--- config.mk ---
export PLATFORM = sky130hd
export DESIGN_NAME = vfbc_merge
export DESIGN_NICKNAME = d
export VERILOG_FILES = /design/src/rtl/vfbc_pkg.sv /design/src/rtl/vfbc_merge.sv
export SDC_FILE = /design/constraint.sdc
export NUM_CORES = 1
export LEC_CHECK = 0
export ABC_AREA = 1
export BUFFER_PORTS_ARGS = -buffer_cell sky130_fd_sc_hd__buf_4
export CAP_MARGIN = 20
export CORE_MARGIN = 2
export CORE_UTILIZATION = 35
export CTS_CLUSTER_SIZE = 10
export DETAILED_ROUTE_END_ITERATION = 12
export HOLD_SLACK_MARGIN = 0.02
export PLACE_DENSITY_LB_ADDON = 0.1
export RECOVER_POWER = 25
export SLEW_MARGIN = 20
export SYNTH_ARGS = -nofsm -noshare
export SYNTH_HDL_FRONTEND = slang
export SYNTH_SLANG_ARGS = --single-unit
--- constraint.sdc ---
create_clock -name clk -period 1.2 [get_ports clk]
set_input_delay 0.06 -clock clk [delete_from_list [all_inputs] [get_ports clk]]
set_output_delay 0.06 -clock clk [all_outputs]
set_load 0.01 [all_outputs]
--- src/rtl/vfbc_pkg.sv ---
// Package for the view frustum box cull unit: widths, register codes,
// word layouts and pipeline enable struct. Depends on nothing.
`default_nettype none

package vfbc_pkg;

	// Field widths
	localparam int COORD_BITS = 32;
	localparam int COEF_BITS  = 16;
	localparam int COEF_FRAC  = COEF_BITS - 2;
	localparam int TAG_W      = 16;
	localparam int TAN_W      = 16;
	localparam int TAN_FRAC   = 12;
	localparam int PLANE_W    = 31;
	localparam int OFF_W      = 32;
	localparam int ROW_W      = 3 * COEF_BITS;
	localparam int CFG_DATA_W = 64;
	localparam int CFG_ADDR_W = 3;

	// Datapath widths
	localparam int PT_W   = COORD_BITS + 1;          // center plus offset
	localparam int PROD_W = PT_W + COEF_BITS;        // coefficient product
	localparam int VIEW_W = PROD_W + 2;              // three products plus offset
	localparam int ZQ_W   = PLANE_W + COEF_FRAC;     // near/far aligned to view scale
	localparam int LO_W   = (ZQ_W + 1) / 2;          // low half of view z
	localparam int HI_W   = ZQ_W - LO_W;             // high half of view z

	// Horizontal tangent: floor(tan * 1399 / 662)
	localparam int HFOV_NUM  = 1399;
	localparam int HFOV_DEN  = 662;
	localparam int NUM_W     = 11;
	localparam int DEN_W     = 10;
	localparam int HX_W      = TAN_W + NUM_W;
	localparam int TANH_W    = TAN_W + 2;
	localparam int RECIP_SH  = HX_W + DEN_W - 1;
	localparam int RECIP_W   = RECIP_SH - DEN_W + 1;
	localparam longint unsigned RECIP_M = (64'd1 << RECIP_SH) / HFOV_DEN;
	localparam int CMP_W = (VIEW_W > TANH_W + ZQ_W) ? VIEW_W : TANH_W + ZQ_W;

	// Configuration register indexes
	typedef enum logic [CFG_ADDR_W-1:0] {
		REG_VIEW_ROW_X     = 3'd0,
		REG_VIEW_ROW_Y     = 3'd1,
		REG_VIEW_ROW_Z     = 3'd2,
		REG_VIEW_OFFSET_XY = 3'd3,
		REG_VIEW_OFFSET_Z  = 3'd4,
		REG_NEAR_PLANE     = 3'd5,
		REG_FAR_PLANE      = 3'd6,
		REG_TAN_HALF_FOV_V = 3'd7
	} cfg_reg_t;

	// Tested point codes
	typedef enum logic [1:0] {
		POINT_NONE   = 2'd0,
		POINT_CENTER = 2'd1,
		POINT_MIN    = 2'd2,
		POINT_MAX    = 2'd3
	} point_t;

	// Input word, first field in the lowest bits
	typedef struct packed {
		logic signed [COORD_BITS-1:0] max_off_z;
		logic signed [COORD_BITS-1:0] max_off_y;
		logic signed [COORD_BITS-1:0] max_off_x;
		logic signed [COORD_BITS-1:0] min_off_z;
		logic signed [COORD_BITS-1:0] min_off_y;
		logic signed [COORD_BITS-1:0] min_off_x;
		logic signed [COORD_BITS-1:0] center_z;
		logic signed [COORD_BITS-1:0] center_y;
		logic signed [COORD_BITS-1:0] center_x;
		logic [TAG_W-1:0]             obj_tag;
	} in_word_t;

	localparam int IN_W = $bits(in_word_t);

	// Result word, first field in the lowest bits, padded to bytes
	typedef struct packed {
		logic [4:0]       pad;
		point_t           inside_point;
		logic             culled;
		logic [TAG_W-1:0] out_tag;
	} out_word_t;

	localparam int OUT_W = $bits(out_word_t);

	// Per-stage load enables
	typedef struct packed {
		logic s1;
		logic s2;
		logic s3;
		logic s4;
		logic s5;
		logic s6;
	} stage_en_t;

endpackage

`default_nettype wire

--- src/rtl/vfbc_merge.sv ---
// Merges the three lane verdicts by priority into the result word register.
// Depends on vfbc_pkg; loads on the last stage enable.
`default_nettype none

module vfbc_merge (
	input  wire                                clk,
	input  wire vfbc_pkg::stage_en_t           en,
	input  wire [vfbc_pkg::TAG_W-1:0]          tag_s5,
	input  wire [2:0]                          inside_s5,
	output vfbc_pkg::out_word_t                out_word
);

	vfbc_pkg::point_t    which;
	vfbc_pkg::out_word_t out_q;

	// First inside point wins: center, then min corner, then max corner
	always_comb begin
		if (inside_s5[0]) begin
			which = vfbc_pkg::POINT_CENTER;
		end else if (inside_s5[1]) begin
			which = vfbc_pkg::POINT_MIN;
		end else if (inside_s5[2]) begin
			which = vfbc_pkg::POINT_MAX;
		end else begin
			which = vfbc_pkg::POINT_NONE;
		end
	end

	// Hold the result word until the receiver takes it
	always_ff @(posedge clk) begin
		if (en.s6) begin
			out_q.pad          <= '0;
			out_q.inside_point <= which;
			out_q.culled       <= (which == vfbc_pkg::POINT_NONE);
			out_q.out_tag      <= tag_s5;
		end
	end

	assign out_word = out_q;

endmodule

`default_nettype wire

# Word level (Yosys, flattened, before mapping)

Cells that the tools add are included.

Input bits: 26
Output and inout bits: 24
Bits in registers: 19
Logic and storage cells: 7

Reductions and logical operators: 1
Mux-type cells: 3

Operators with widths:

| kind             | number |
|---|---|
| $mux W2          | 3 |
| $logic_not A2 Y1 | 1 |

# Depth between registers and ports, before layout

Depth after elaboration: 4
Depth in mapped cells: 3
Mapped depth without buffers: 3

# Least setup slack after synthesis

No wires, ideal clock.

Path type: register to output
Start: reg out_q (netlist bit out_word[0])
End: out out_word[0] (netlist name)
Data arrival time: 394 ps
Data required time: 1140 ps
Cell stages (with the launch flop): 1
Slack: 746 ps
Cell sequence: edfxtp_1

RTL lines:

| what        | RTL line         | text |
|---|---|---|
| from (decl) | vfbc_merge.sv:14 | `vfbc_pkg::out_word_t out_q;` |
| to (decl)   | vfbc_merge.sv:10 | `output vfbc_pkg::out_word_t out_word` |

No word-level cell between the ends.

# Worst setup path after layout

Start: reg out_q (netlist bit out_word[11])
End: out out_word[11] (netlist name)

No word-level cell between the ends.

==> flow_summary.toml <==
[status]
outcome = "complete, no violations"

[synth]
synthesized_area_sq_um = 642
synth_cell_type_count = 7
synthesized_area_divided_by_synthesized_cell_count_sq_um = 20.1
ys.warnings.count = 0
postSynthCellCount = 32
synth_compound_gate_area_share_pct = 1.17
synth-adder-area-share_pct = 0
synth_top_cell_area_share_pct = 88.9
area_fraction_in_and_or_nand_and_nor_cells_after_synthesis_pct = 2.34
dominant_combinational_cell_family_by_area_after_synthesis = "buffers and inverters"
ys_top_cells_by_area = "edfxtp_1 (89%), buf_4 (5.8%), nor2_1 (1.8%)"
synth.area.mux_share_pct = 0
xor_xnor_cell_area_share_of_the_yosys_netlist_pct = 0
post-synth-top-area-cell = "edfxtp_1"
postSynthRegisterBits = 19
synth_sequential_area_ratio_pct = 88.9

[setup_path]
path_buf_inv = 1
worstPathMaxFanout = 1
worst_setup_ep_type = "output pin"
max_stage_delay_ps = 390
timing.critical_path.cells = "buf_4"
worst_setup_path_start_kind = "flop"
timing.critical_path.max_delay_family = "flip-flops"
slowest_stage = "edfxtp_1"
critical_path_class = "flop to output pin"
arrival_time_of_data_at_the_critical_path_endpoint_ps = 830
worst-endpoint-required_ps = 1140

[timing]
timing_worst_slew_pin_value_ps = 988
setup_ws_ps = 305
slew_violations = 0
grt_setup_unrepaired = "no"
finalHoldViolCount = 0
achievable-frequency_ghz = 1.12
slew_headroom_pct = 34.1
fin_setup_tns_ps = 0
setup_viol = 0
fin_crit_ps = 895
layout_worst_path_cycle_share_pct = 74.5

[drt]
first_iter_violations = 3
drtAntennaViolNets = 0
avgRoutedWirePerCell_um = 10.9
detailroute.via_count = 446
routed_via_density = 3.88
postRouteWirelength_um = 1260
drcViolationCount = 0
detailed_routing_iteration_count_for_the_pre_antenna_repair_pass = 2

[global_routing]
global_route.usage.total_pct = 12.1
overflow = 0
initial_antenna_violation_count = 0
grt_first_pass_wirelength_um = 1790
grt_pass1_vias = 410
grt_max_degree = 20

[cts]
cts_max_path_buffers = 2
tritoncts.num_buffers = 3
post_cts_resized = 0
cts-root-buf = "clkbuf_4"
ctsHtreeMaxLevel = 1
cts_sinks = 19
cts_tree = "done"
worst_setup_hold_path_clk_slew_ps = 110

[power_and_ir_drop]
power.sequential.fraction_pct = 60.4
share_clk_of_total_power_pct = 23.3
max-vdd-ir-drop_mv = 0.686
internal-power_mw = 1.04
report.power.total_mw = 1.33
power_leakage_nw = 0.484
p_sw_share_pct = 21.3
power_density_nw_per_um2 = 1180
comb_power_share_pct = 16.2
switchingPower_uw = 282

[min_path]
min-delay-path-class = "primary input to flop"
min-delay-start = "inside_s5[0]"
worstHoldEndpoint = "out_word[16]$_DFFE_PP_"
hold_path_depth = 2

[final_layout]
area_growth_syn_to_layout_pct = 74.5
n_antenna_cell = 0
multiInputGateArea_sq_um = 41.3
seq_area_sq_um = 571
final_nets = 117
number_of_flip_flops_in_the_largest_register = 19
fillers = 151
instances_no_fill = 115
post_route_cells_drive_above_1_share_pct = 44.4

[place]
dp_hpwl_um = 803
post-place-ws_ps = 570
routability_congestion = 0.637
portbufs = 39
dpl.cell_count = 95

[floorplan]
initial_utilization_pct = 37.2
die_w_um = 46.8
die_area_sq_um = 2190
die_h_um = 46.8
floorplan.rows = 15
ioPinCount = 50
core_area_sq_um = 1730

[run]
max_cap_violations = 0
==> logic make-up after synthesis <==
kind of cell,count (synthesis)
buffers and inverters,7
AO/OA/AOI/OAI,1
other,1
flip-flops,19
AND/OR/NAND/NOR,4
==> synthesized netlist by cell type, drive strengths merged <==
master  instances
edfxtp         19
nand2           1
inv             2
nor2            3
o21bai          1
conb            1
buf             5
==> how the worst max path moves through the flow <==
stage / endpoint / cells after the start / startpoint / slack [ps]
finish: out_word[11] / 1 / out_word[11]$_DFFE_PP_ / 310
global route: out_word[18] / 1 / out_word[18]$_DFFE_PP_ / 260
CTS: out_word[11] / 1 / out_word[11]$_DFFE_PP_ / 290
detailed placement: out_word[6]$_DFFE_PP_ / 1 / en[0] / 570
global placement: out_word[7]$_DFFE_PP_ / 1 / en[0] / 570
floorplan: out_word[0] / 0 / out_word[0]$_DFFE_PP_ / 750
==> timing repair <==
| action | in CTS | in global routing |
|---|---|---|
| buffers inserted | 0 | 0 |
| hold buffers | 16 | 0 |
| hold endpoints to repair | 16 | 0 |
==> cell type report <==
cell class                 count  share of cell area (%)
clock buffer                   3                    2.01
sequential                    19                    50.9
clock inverter                 1                   0.447
multi-input combinational     10                    3.69
tap                           25                    2.79
inverter                       2                   0.670
timing repair buffer          55                    39.4
==> stage by stage <==
step,hold slack (ps),instance area [sq um],utilization (%)
6_report,74.7,1120,64.9
5_1_grt,76.0,1120,64.9
4_1_cts,37.9,1130,65.5
3_5_place_dp,239,943,54.6
3_3_place_gp,238,943,54.6
2_1_floorplan,159,657,-
==> layout by cell type (no fill, tap or decap) <==
cell type	instances
o21bai_1	1
nand2_1	1
nor2_1	3
buf_4	35
conb_1	5
inv_1	2
clkinv_2	1
edfxtp_1	19
dlygate4sd3_1	16
clkbuf_4	4
clkbuf_1	3
==> per-layer routing <==
metal  up-vias  track usage (%)  wire [um]
met2        18             22.2        736
met5         -                0          0
met3         0             3.46         76
li1        220                -          -
met1       208             13.0        444
met4         0             5.00          0
==> power by group through the flow <==
stage | sequential (mW) | combinational, mW | clock [mW]
final | 0.801 | 0.215 | 0.310
after global routing | 0.807 | 0.234 | 0.353
after CTS | 0.801 | 0.222 | 0.323
after detailed placement | 0.817 | 0.179 | 0
after global placement | 0.815 | 0.177 | 0
after floorplan | 0.846 | 0.0247 | 0
No activity file was read; power rests on OpenSTA's default activity.
