**config.mk**
```make
export PLATFORM = sky130hd
export DESIGN_NAME = vfbc_tanh
export DESIGN_NICKNAME = d
export VERILOG_FILES = /design/src/rtl/vfbc_pkg.sv /design/src/rtl/vfbc_tanh.sv
export SDC_FILE = /design/constraint.sdc
export NUM_CORES = 1
export LEC_CHECK = 0
export BUFFER_PORTS_ARGS = -buffer_cell sky130_fd_sc_hd__buf_4
export CAP_MARGIN = 20
export CORE_ASPECT_RATIO = 2
export CORE_MARGIN = 2
export CORE_UTILIZATION = 61
export CTS_BUF_LIST = sky130_fd_sc_hd__clkbuf_2 sky130_fd_sc_hd__clkbuf_4 sky130_fd_sc_hd__clkbuf_8
export DETAILED_ROUTE_END_ITERATION = 6
export GPL_TIMING_DRIVEN = 1
export PLACE_DENSITY_LB_ADDON = 0.08
export SYNTH_ARGS = -nofsm -noshare
export SYNTH_HDL_FRONTEND = slang
export SYNTH_SLANG_ARGS = --single-unit
```
**constraint.sdc**
```tcl
create_clock -name clk -period 6.4 [get_ports clk]
set_input_delay 1.28 -clock clk [delete_from_list [all_inputs] [get_ports clk]]
set_output_delay 1.28 -clock clk [all_outputs]
set_load 0.1 [all_outputs]
```
**src/rtl/vfbc_pkg.sv**
```systemverilog
// Package for the view frustum box cull unit: widths, register codes,
// word layouts and pipeline enable struct. Depends on nothing.
`default_nettype none

package vfbc_pkg;

	// Field widths
	localparam int COORD_BITS = 32;
	localparam int COEF_BITS  = 16;
	localparam int COEF_FRAC  = COEF_BITS - 2;
	localparam int TAG_W      = 16;
	localparam int TAN_W      = 16;
	localparam int TAN_FRAC   = 12;
	localparam int PLANE_W    = 31;
	localparam int OFF_W      = 32;
	localparam int ROW_W      = 3 * COEF_BITS;
	localparam int CFG_DATA_W = 64;
	localparam int CFG_ADDR_W = 3;

	// Datapath widths
	localparam int PT_W   = COORD_BITS + 1;          // center plus offset
	localparam int PROD_W = PT_W + COEF_BITS;        // coefficient product
	localparam int VIEW_W = PROD_W + 2;              // three products plus offset
	localparam int ZQ_W   = PLANE_W + COEF_FRAC;     // near/far aligned to view scale
	localparam int LO_W   = (ZQ_W + 1) / 2;          // low half of view z
	localparam int HI_W   = ZQ_W - LO_W;             // high half of view z

	// Horizontal tangent: floor(tan * 1399 / 662)
	localparam int HFOV_NUM  = 1399;
	localparam int HFOV_DEN  = 662;
	localparam int NUM_W     = 11;
	localparam int DEN_W     = 10;
	localparam int HX_W      = TAN_W + NUM_W;
	localparam int TANH_W    = TAN_W + 2;
	localparam int RECIP_SH  = HX_W + DEN_W - 1;
	localparam int RECIP_W   = RECIP_SH - DEN_W + 1;
	localparam longint unsigned RECIP_M = (64'd1 << RECIP_SH) / HFOV_DEN;
	localparam int CMP_W = (VIEW_W > TANH_W + ZQ_W) ? VIEW_W : TANH_W + ZQ_W;

	// Configuration register indexes
	typedef enum logic [CFG_ADDR_W-1:0] {
		REG_VIEW_ROW_X     = 3'd0,
		REG_VIEW_ROW_Y     = 3'd1,
		REG_VIEW_ROW_Z     = 3'd2,
		REG_VIEW_OFFSET_XY = 3'd3,
		REG_VIEW_OFFSET_Z  = 3'd4,
		REG_NEAR_PLANE     = 3'd5,
		REG_FAR_PLANE      = 3'd6,
		REG_TAN_HALF_FOV_V = 3'd7
	} cfg_reg_t;

	// Tested point codes
	typedef enum logic [1:0] {
		POINT_NONE   = 2'd0,
		POINT_CENTER = 2'd1,
		POINT_MIN    = 2'd2,
		POINT_MAX    = 2'd3
	} point_t;

	// Input word, first field in the lowest bits
	typedef struct packed {
		logic signed [COORD_BITS-1:0] max_off_z;
		logic signed [COORD_BITS-1:0] max_off_y;
		logic signed [COORD_BITS-1:0] max_off_x;
		logic signed [COORD_BITS-1:0] min_off_z;
		logic signed [COORD_BITS-1:0] min_off_y;
		logic signed [COORD_BITS-1:0] min_off_x;
		logic signed [COORD_BITS-1:0] center_z;
		logic signed [COORD_BITS-1:0] center_y;
		logic signed [COORD_BITS-1:0] center_x;
		logic [TAG_W-1:0]             obj_tag;
	} in_word_t;

	localparam int IN_W = $bits(in_word_t);

	// Result word, first field in the lowest bits, padded to bytes
	typedef struct packed {
		logic [4:0]       pad;
		point_t           inside_point;
		logic             culled;
		logic [TAG_W-1:0] out_tag;
	} out_word_t;

	localparam int OUT_W = $bits(out_word_t);

	// Per-stage load enables
	typedef struct packed {
		logic s1;
		logic s2;
		logic s3;
		logic s4;
		logic s5;
		logic s6;
	} stage_en_t;

endpackage

`default_nettype wire

```
**src/rtl/vfbc_tanh.sv**
```systemverilog
// Derives the horizontal half-angle tangent from the vertical one.
// Depends on vfbc_pkg; a free-running three-register pipeline.
`default_nettype none

module vfbc_tanh (
	input  wire                            clk,
	input  wire [vfbc_pkg::TAN_W-1:0]      tan_v,
	output logic [vfbc_pkg::TANH_W-1:0]    tan_h
);

	localparam int P_W = vfbc_pkg::HX_W + vfbc_pkg::RECIP_W;

	logic [vfbc_pkg::RECIP_W-1:0] recip;
	logic [vfbc_pkg::HX_W-1:0]    x_q;
	logic [vfbc_pkg::HX_W-1:0]    xd_q;
	logic [P_W-1:0]               p_q;
	logic [vfbc_pkg::TANH_W-1:0]  q0;
	logic [vfbc_pkg::HX_W:0]      rem;
	logic [vfbc_pkg::TANH_W-1:0]  tanh_q;

	assign recip = vfbc_pkg::RECIP_W'(vfbc_pkg::RECIP_M);

	// Scale by the numerator, then multiply by the reciprocal of the denominator
	always_ff @(posedge clk) begin
		x_q  <= tan_v * vfbc_pkg::NUM_W'(vfbc_pkg::HFOV_NUM);
		p_q  <= x_q * recip;
		xd_q <= x_q;
	end

	// Estimate is low by at most one: fix it with one remainder compare
	always_comb begin
		q0  = vfbc_pkg::TANH_W'(p_q >> vfbc_pkg::RECIP_SH);
		rem = {1'b0, xd_q} - (vfbc_pkg::HX_W + 1)'(q0 * vfbc_pkg::DEN_W'(vfbc_pkg::HFOV_DEN));
	end

	always_ff @(posedge clk) begin
		if (rem >= (vfbc_pkg::HX_W + 1)'(vfbc_pkg::HFOV_DEN)) begin
			tanh_q <= q0 + vfbc_pkg::TANH_W'(1);
		end else begin
			tanh_q <= q0;
		end
	end

	assign tan_h = tanh_q;

endmodule

`default_nettype wire

```
**Yosys cells after proc, flatten, opt, wreduce, memory -nomap -nowiden**

Index checks and enable logic that the tools add are counted.

- Add/subtract/negate cells: 2
- $mul: 3
- Muxes and demuxes: 1
- Order comparisons: 1

Operator list:

| kind | number |
|---|---|
| multiplier 27 x 22 -> 49 bit (second input constant) | 1 |
| greater-or-equal comparator 28 x 10 -> 1 bit (second input constant) | 1 |
| subtractor 27 x 28 -> 28 bit | 1 |
| multiplier 16 x 11 -> 27 bit (second input constant) | 1 |
| multiplier 18 x 9 -> 27 bit (second input constant) | 1 |
| adder 18 x 1 -> 18 bit (second input constant) | 1 |
| two-way mux 18 bit | 1 |

- Flip-flop bits (word level): 121
- Logic and storage cells: 11
- Input port bits: 17

**Logic depth before layout (Yosys ltp)**

Gate-level depths: netlist of run 1.

- Word-level depth: 4
- Gate-level depth with buffers: 35
- Depth with buffers taken out: 33

**Least setup slack after synthesis of run 1**

Ideal clock, no wire load.

- Kind: flip-flop to flip-flop
- Start point: register p_q[38]
- End point: register tanh_q, in the netlist tan_h[1]
- Data arrival time: 6,758 ps
- Required time: 6,279 ps
- Library setup time: 121 ps
- Stages on the path, launching flop included: 32
- Path buffers: 1
- Slack: -480 ps
- Cell sequence: dfxtp_1 ha_1 fa_1 fa_1 inv_1 fa_1 inv_1 ha_1 o21a_1 o21ai_0 a32oi_1 a41oi_1 a21oi_1 o21a_1 o21a_1 o21ai_0 nand2b_1 a21oi_1 xor2_1 ha_1 a21oi_1 o21ai_0 a21oi_1 mux2i_1 nor3_1 o211ai_1 a21oi_1 o2111a_1 nand4_1 or4_1 buf_6 mux2_4

- Cells in the longest elaborated chain, start to end: 4

RTL lines:

| element | line | text |
|---|---|---|
| start: declaration | vfbc_tanh.sv:16 | `logic [P_W-1:0] p_q;` |
| start signal: assignment | vfbc_tanh.sv:26 | `p_q <= x_q * recip;` |
| multiplier 18 x 9 -> 27 bit | vfbc_tanh.sv:33 | `rem = {1'b0, xd_q} - (vfbc_pkg::HX_W + 1)'(q0 * vfbc_pkg::DEN_W'(vfbc_pkg::HFOV_DEN));` |
| subtractor 27 x 28 -> 28 bit | vfbc_tanh.sv:33 |  |
| greater-or-equal comparator 28 x 10 -> 1 bit | vfbc_tanh.sv:37 | `if (rem >= (vfbc_pkg::HX_W + 1)'(vfbc_pkg::HFOV_DEN)) begin` |
| two-way mux 18 bit | vfbc_tanh.sv:37 |  |
| end signal: assignment | vfbc_tanh.sv:38 | `tanh_q <= q0 + vfbc_pkg::TANH_W'(1);` |
| end signal: assignment | vfbc_tanh.sv:40 | `tanh_q <= q0;` |
| end: declaration | vfbc_tanh.sv:19 | `logic [vfbc_pkg::TANH_W-1:0] tanh_q;` |

No other way between the ends.

**Worst setup path in the final report of run 1**

- Start point: register p_q[39]
- End point: register tanh_q, in the netlist tan_h[1]

Same word-level chain as after synthesis.

==> metrics.md, run 1 <==
| Metric | Value |
|---|---|
| Most common cell after layout, fill and taps aside | `inv_1` |
| Unique masters post-synth | `70` |
| Hold Path Sink | `xd_q[25]` |
| Setup slack, reg-to-reg | `-0.75 ns` |
| Initial core utilization | `61.9%` |
| CTS Buf Count | `9` |
| Unrepaired setup endpoints after global routing | `true` |
| Tcrit/Tclk final | `112%` |
| Syn Area/Cell | `9.98 um2` |
| Pins Over Slew Limit | `0` |
| RR Startpoint | `p_q[39]` |
| Final worst slack | `-0.753 ns` |
| Number of synthesized flops with an enable pin | `0` |
| CP delay by family, top | `adder cells` |
| Area Overhead vs Synth | `22.6%` |
| Die width | `136 um` |
| Most frequent cells in the layout | `642 x inv_1, 396 x fa_1, 391 x ha_1` |
| Sum Neg Setup Slack | `-16.30 ns` |
| Fin. Hold Viols | `0` |
| Area of the multi-input gates | `17700 um2` |
| Min-Delay Startpoint | `x_q[25]` |
| Die height | `268 um` |
| Critical-path top delay cell | `or4_4` |
| Mapped cell area | `21200 um2` |
| Post-Route WL | `61900 um` |
| Sink Count | `89` |
| Drt drc | `0` |
| Num rows | `96` |
| Largest net degree at the start of global routing | `19` |
| Post-Syn Nets | `2974` |
| Avg WL per Cell | `20.7 um` |
| F_max | `0.140 GHz` |
| Register area share after synthesis | `8.39%` |
| Drt via density | `5.41` |
| Status | `finished, violations left` |
| Arr. time, crit path | `7.51 ns` |
| Hold_buf cts | `0` |
| Filler instances | `2532` |
| First-iteration detailed-routing DRC count | `656` |
| Worst-path maximum fanout | `8` |
| Register area | `1850 um2` |
| RePlAce Congestion | `1.02` |
| Number of global-route vias before repair | `19000` |
| Worst path bufs/invs | `6` |
| Worst-margin pin slew | `0.675 ns` |
| Syn Inst Count | `2129` |
| Die area | `36400 um2` |
| #FFs+latches synth | `89` |
| Synth warn | `0` |
| Number of nets in the layout | `3391` |
| Min-Delay Path Class | `reg -> reg` |
| PortBufs | `34` |
| TritonRoute pass-1 iters | `7` |
| Vias | `16200` |
| Largest buffer count on any clock path | `2` |
| Critical Path RT | `6.76 ns` |
| Final Skew | `0.0231 ns` |
| CTS H-tree depth | `3` |
| Final setup violation count | `34` |
| Worst R2R End | `tan_h[1]` |
| Post-synth top flop | `dfxtp_1` |
| Placeable core area | `34400 um2` |
| FF-to-FF path depth | `34` |
| Worst slew margin | `54.9%` |
| Worst-path clk slew | `0.12 ns` |
| Worst hold path depth | `1` |
| Antenna violations before repair | `1` |
| Clock Latency Late Sink | `0.46 ns` |
| Crit path time final | `7.15 ns` |
| CP startpoint kind | `flop` |
| MaxCap Viol Count | `0` |
| Post-DP HPWL | `54200 um` |
| Failing checks | `setup timing` |
| Ratio of cells with drive above 1 in the final layout | `23.0%` |
| # IOs | `35` |
| Total gr overflow | `0` |
| Global-route wire length before repair | `96500 um` |
| Total GRT Usage | `36.3%` |
| CTS tree | `built` |
| Post-detailed-route count of antenna-violating nets | `0` |
| CP Class | `reg -> reg` |
| Worst path max stage delay | `0.55 ns` |
| Root Driver | `clkbuf_8` |
| Ys async rst share | `0%` |
| Crit end category | `flop` |
-- logic make-up (layout without fill, tap and decap cells) --
family / Yosys count / after routing / share of synthesized area, %
compound gates: 248 / 248 / 7.92
xor+xnor: 82 / 82 / 3.44
fa+ha+maj: 828 / 828 / 63.0
buf+inv: 660 / 1082 / 11.7
flops: 89 / 89 / 8.39
mux: 7 / 7 / 0.365
other cells: 0 / 1 / 0
simple gates: 215 / 215 / 5.11
-- worst reg2reg max path, delay by kind of cell, from the launching register on --
kind,cells,cell delay [ns]
adders and majority gates,6,2.22
AOI/OAI and AO/OA,15,2.14
xor gates and xnor gates,1,0.19
and+or+nand+nor,4,0.97
buffers and inverters,6,0.76
muxes,2,0.40
DFF,1,0.39
-- registers in the layout, summed over array words and instances (netlist names) --
name / cells
x_q: 27
xd_q: 26
p_q: 18
tan_h: 18
-- through the flow --
step / hold slack [ns] / utilization, % / cell area (um2) / worst slack (ns) / instances
4_1_cts: 0.545 / 74.8 / 25700 / -0.760 / 2983
3_5_place_dp: 0.529 / 72.1 / 24800 / -1.02 / 2944
2_1_floorplan: 0.422 / - / 21300 / 0.000614 / 2129
6_report: 0.541 / 75.8 / 26000 / -0.753 / 2993
5_1_grt: 0.547 / 75.8 / 26000 / -1.08 / 2993
3_3_place_gp: 0.525 / 72.1 / 24800 / -0.969 / 2944
-- synth_stat cells (all sizes together) (2+ instances only) --
cell	count	area share (%)
inv	655	12
ha	424	25
fa	404	38
dfxtp	89	8.4
a21oi	74	1.8
nor2	62	1.1
xnor2	55	2.3
o21ai	45	1.1
nand2	43	0.78
a21o	32	1.1
xor2	26	1.1
o21a	22	0.81
nor3	18	0.42
nand4	16	0.47
and3	14	0.41
nand3	13	0.42
nand2b	12	0.35
nor2b	10	0.29
a211oi	9	0.32
and2	9	0.26
o211ai	9	0.34
or3	7	0.21
a31oi	6	0.25
o2111ai	5	0.21
o21bai	5	0.18
o31a	5	0.21
mux2i	4	0.19
o31ai	4	0.23
or2	4	0.12
a311oi	3	0.12
and4	3	0.12
clkbuf	3	0.053
mux2	3	0.18
o211a	3	0.14
a21boi	2	0.071
a221o	2	0.094
a221oi	2	0.082
a22o	2	0.082
a31o	2	0.082
a41oi	2	0.082
buf	2	0.12
o21ba	2	0.094
o221ai	2	0.082
-- worst max path at each step --
stage / startpoint / end / slack [ns] / cells after the start
final: p_q[39] / tan_h[1] / -0.75 / 34
after global routing: p_q[42] / tan_h[1] / -1.08 / 35
after CTS: p_q[39] / tan_h[13] / -0.76 / 35
after detailed placement: p_q[39] / tan_h[1] / -1.02 / 31
after global placement: p_q[39] / tan_h[1] / -0.97 / 31
after floorplan: p_q[38] / tan_h[1] / 0.0006 / 31
-- routing by layer --
metal	share of wire [%]	vias to the layer above	GRT usage, %
met3	2.8	269	4.85
met1	29	8063	29.8
met4	11	0	33.4
met5	0	-	0
met2	57	404	71.0
li1	-	7468	-
-- what timing repair did --
item / 4_1_cts / 5_1_grt
cloned: 1 / 0
buffers inserted: 25 / 12
pin swaps: 71 / 51
gates resized for setup: 112 / 59
endpoints found under the setup margin: 35 / 36
-- layout make-up --
type	instances	share of cell area [%]
antenna	1	0.00961
timing repair buffer	411	12.5
sequential	89	7.10
clock buffer	9	0.476
inverter	655	9.45
clock inverter	7	0.274
tap	441	2.12
multi-input combinational	1380	68.1
Power of run 1 is left out: the tool's default activity adds up to more than one toggle a clock period on the data nets, which glitch-free logic cannot reach.
==> run 2: changes to the inputs <==
--- a/config.mk
+++ b/config.mk
@@ -11,6 +11,7 @@
 export CORE_MARGIN = 2
 export CORE_UTILIZATION = 61
 export CTS_BUF_LIST = sky130_fd_sc_hd__clkbuf_2 sky130_fd_sc_hd__clkbuf_4 sky130_fd_sc_hd__clkbuf_8
+export CTS_CLUSTER_DIAMETER = 30
 export DETAILED_ROUTE_END_ITERATION = 6
 export GPL_TIMING_DRIVEN = 1
 export PLACE_DENSITY_LB_ADDON = 0.08
==> constraint.sdc (replaced) <==
create_clock -name clk -period 6.4 [get_ports clk]
set_input_delay 0.96 -clock clk [delete_from_list [all_inputs] [get_ports clk]]
set_output_delay 0.96 -clock clk [all_outputs]
set_load 0.1 [all_outputs]
==> metrics.md, run 2 (synthesis gave the netlist of run 1 again) <==
| Metric | Value |
|---|---|
| Post-Route WL | `60900 um (-1.6%)` |
| Root Driver | `clkbuf_8` |
| Worst-path maximum fanout | `7 (-1)` |
| Vias | `16000 (-1.5%)` |
| Worst slew margin | `58.3% (+3.5 points)` |
| Min-Delay Path Class | `reg -> reg` |
| DP Area | `24600 um2 (-0.80%)` |
| Die area | `36400 um2 (unchanged)` |
| Arr. time, crit path | `7.72 ns (+0.21 ns)` |
| RR Startpoint | `p_q[39]` |
| Avg WL per Cell | `20.5 um (-0.72%)` |
| Final setup violation count | `34 (unchanged)` |
| Reg with most FFs | `x_q` |
| Setup slack, reg-to-reg | `-0.98 ns (-0.23 ns)` |
| Area Overhead vs Synth | `22.2%` |
| Crit end category | `flop` |
| Status | `finished, violations left` |
| Initial core utilization | `61.9% (unchanged)` |
| Drt drc | `0 (unchanged)` |
| Total GRT Usage | `36.1% (-0.21 points)` |
| Die height | `268 um (unchanged)` |
| Crit path from | `p_q[39]` |
| PortBufs | `34 (unchanged)` |
| CTS tree | `built` |
| Ratio of cells with drive above 1 in the final layout | `23.0% (about the same)` |
| Placeable core area | `34400 um2 (unchanged)` |
| Fin. Hold Viols | `0 (unchanged)` |
| Final worst slack | `-0.979 ns (-0.226 ns)` |
| RePlAce Congestion | `0.999 (-2.2%)` |
| Filler instances | `2490 (-1.7%)` |
| Clock Latency Late Sink | `0.44 ns (-0.02 ns)` |
| Largest regs | `x_q x27, xd_q x26` |
| Die width | `136 um (unchanged)` |
| Antenna violations before repair | `1 (unchanged)` |
| Largest buffer count on any clock path | `2 (unchanged)` |
| Post-route cell area | `26000 um2 (-0.35%)` |
| Total gr overflow | `0 (unchanged)` |
| Most frequent cells in the layout | `641 x inv_1, 390 x fa_1, 386 x ha_1` |
| Global-route wire length before repair | `96400 um (-0.13%)` |
| Critical Path RT | `6.74 ns (-0.02 ns)` |
| Worst path max stage delay | `0.69 ns (+0.14 ns)` |
| Worst-margin pin slew | `0.623 ns (-0.0520 ns)` |
| Post-detailed-route count of antenna-violating nets | `0 (unchanged)` |
| CP endpoint | `tan_h[1]` |
| F_max | `0.136 GHz (-3.1%)` |
| Post-DP HPWL | `53700 um (-0.99%)` |
| Crit path time final | `7.38 ns (+0.226 ns)` |
| First-iteration detailed-routing DRC count | `504 (-23%)` |
| MaxCap Viol Count | `0 (unchanged)` |
| Critical-path top delay cell | `or4_4` |
| Final Skew | `0.0130 ns (-0.0101 ns)` |
| # IOs | `35 (unchanged)` |
| CTS H-tree depth | `3 (unchanged)` |
| Largest net degree at the start of global routing | `17 (-2)` |
| CP Class | `reg -> reg` |
| Worst hold path depth | `1 (unchanged)` |
| Pins Over Slew Limit | `0 (unchanged)` |
| CP startpoint kind | `flop` |
| CTS Buf Count | `9 (unchanged)` |
| Sink Count | `89 (unchanged)` |
| FF-to-FF path depth | `32 (-5.9%)` |
| Worst-path clk slew | `0.12 ns (about the same)` |
| Sum Neg Setup Slack | `-19.34 ns (-3.05 ns)` |
| Failing checks | `setup timing` |
| Hold_buf cts | `0 (unchanged)` |
| Worst R2R End | `tan_h[1]` |
| Drt via density | `5.38 (-0.67%)` |
| Number of global-route vias before repair | `18800 (-1.1%)` |
| Largest register FFs | `27 (unchanged)` |
| Unrepaired setup endpoints after global routing | `true` |
| Number of nets in the layout | `3365 (-0.77%)` |
| Tcrit/Tclk final | `115% (+3.5 points)` |
| Num rows | `96 (unchanged)` |
| TritonRoute pass-1 iters | `5 (-2)` |
| Most common cell after layout, fill and taps aside | `inv_1` |
==> run 2: cell types whose count changed in the layout (fill, tap and decap cells not counted), sizes merged <==
cell / before / now
inv: 658 / 657
clkinv: 2 / 1
buf: 411 / 385
bufinv: 0 / 2
==> run 2: layout make-up <==
type | instances | area, um2 | share of cell area [%]
multi-input cells | 1380 | 17800 | 68.7
repair buffers | 385 | 3040 | 11.7
inverters | 655 | 2460 | 9.47
flip-flops and latches | 89 | 1850 | 7.11
well taps | 441 | 552 | 2.13
clock buffers | 9 | 124 | 0.477
clock inverters | 7 | 100 | 0.386
diodes | 1 | 2.50 | 0.00964
==> run 2: repair_timing <==
item | 4_1_cts | 5_1_grt
cloned | 2 | 0
pin swaps | 69 | 89
gates resized for setup | 118 | 65
setup buffers | 20 | 14
setup endpoints to repair | 36 | 36
==> run 2: how the worst min path moves through the flow <==
stage	start	to	slack, ns
2_1_floorplan	x_q[12]	xd_q[12]	0.42
3_3_place_gp	x_q[25]	xd_q[25]	0.54
3_5_place_dp	x_q[23]	xd_q[23]	0.55
4_1_cts	x_q[23]	xd_q[23]	0.56
5_1_grt	x_q[11]	xd_q[11]	0.58
6_report	x_q[11]	xd_q[11]	0.57
==> run 2: per-stage QoR <==
step,util [%],std cells,hold WS [ns],setup WS (ns)
2_1_floorplan,-,2129,0.422,0.000614
3_3_place_gp,71.5,2921,0.542,-0.979
3_5_place_dp,71.5,2921,0.550,-0.984
4_1_cts,74.3,2955,0.564,-0.786
5_1_grt,75.6,2967,0.582,-1.25
6_report,75.6,2967,0.566,-0.979
==> run 2: routing by layer <==
| layer | vias to the layer above | part of all wire (%) | track usage, % |
|---|---|---|---|
| met2 | 375 | 58 | 71.0 |
| met1 | 7906 | 29 | 30.3 |
| met3 | 243 | 2.2 | 4.58 |
| li1 | 7431 | - | - |
| met5 | - | 0 | 0 |
| met4 | 0 | 10 | 31.2 |
==> run 2: worst max-delay path: cells and delay by family, from the launching register on <==
family | cells | cell delay (ns)
adders and majority gates | 6 | 2.42
AOI/OAI and AO/OA | 10 | 1.72
and+or+nand+nor | 7 | 1.48
buffers and inverters | 6 | 0.75
muxes | 2 | 0.43
DFF | 1 | 0.39
xor gates and xnor gates | 1 | 0.09
Power of run 2 is left out for the same reason.
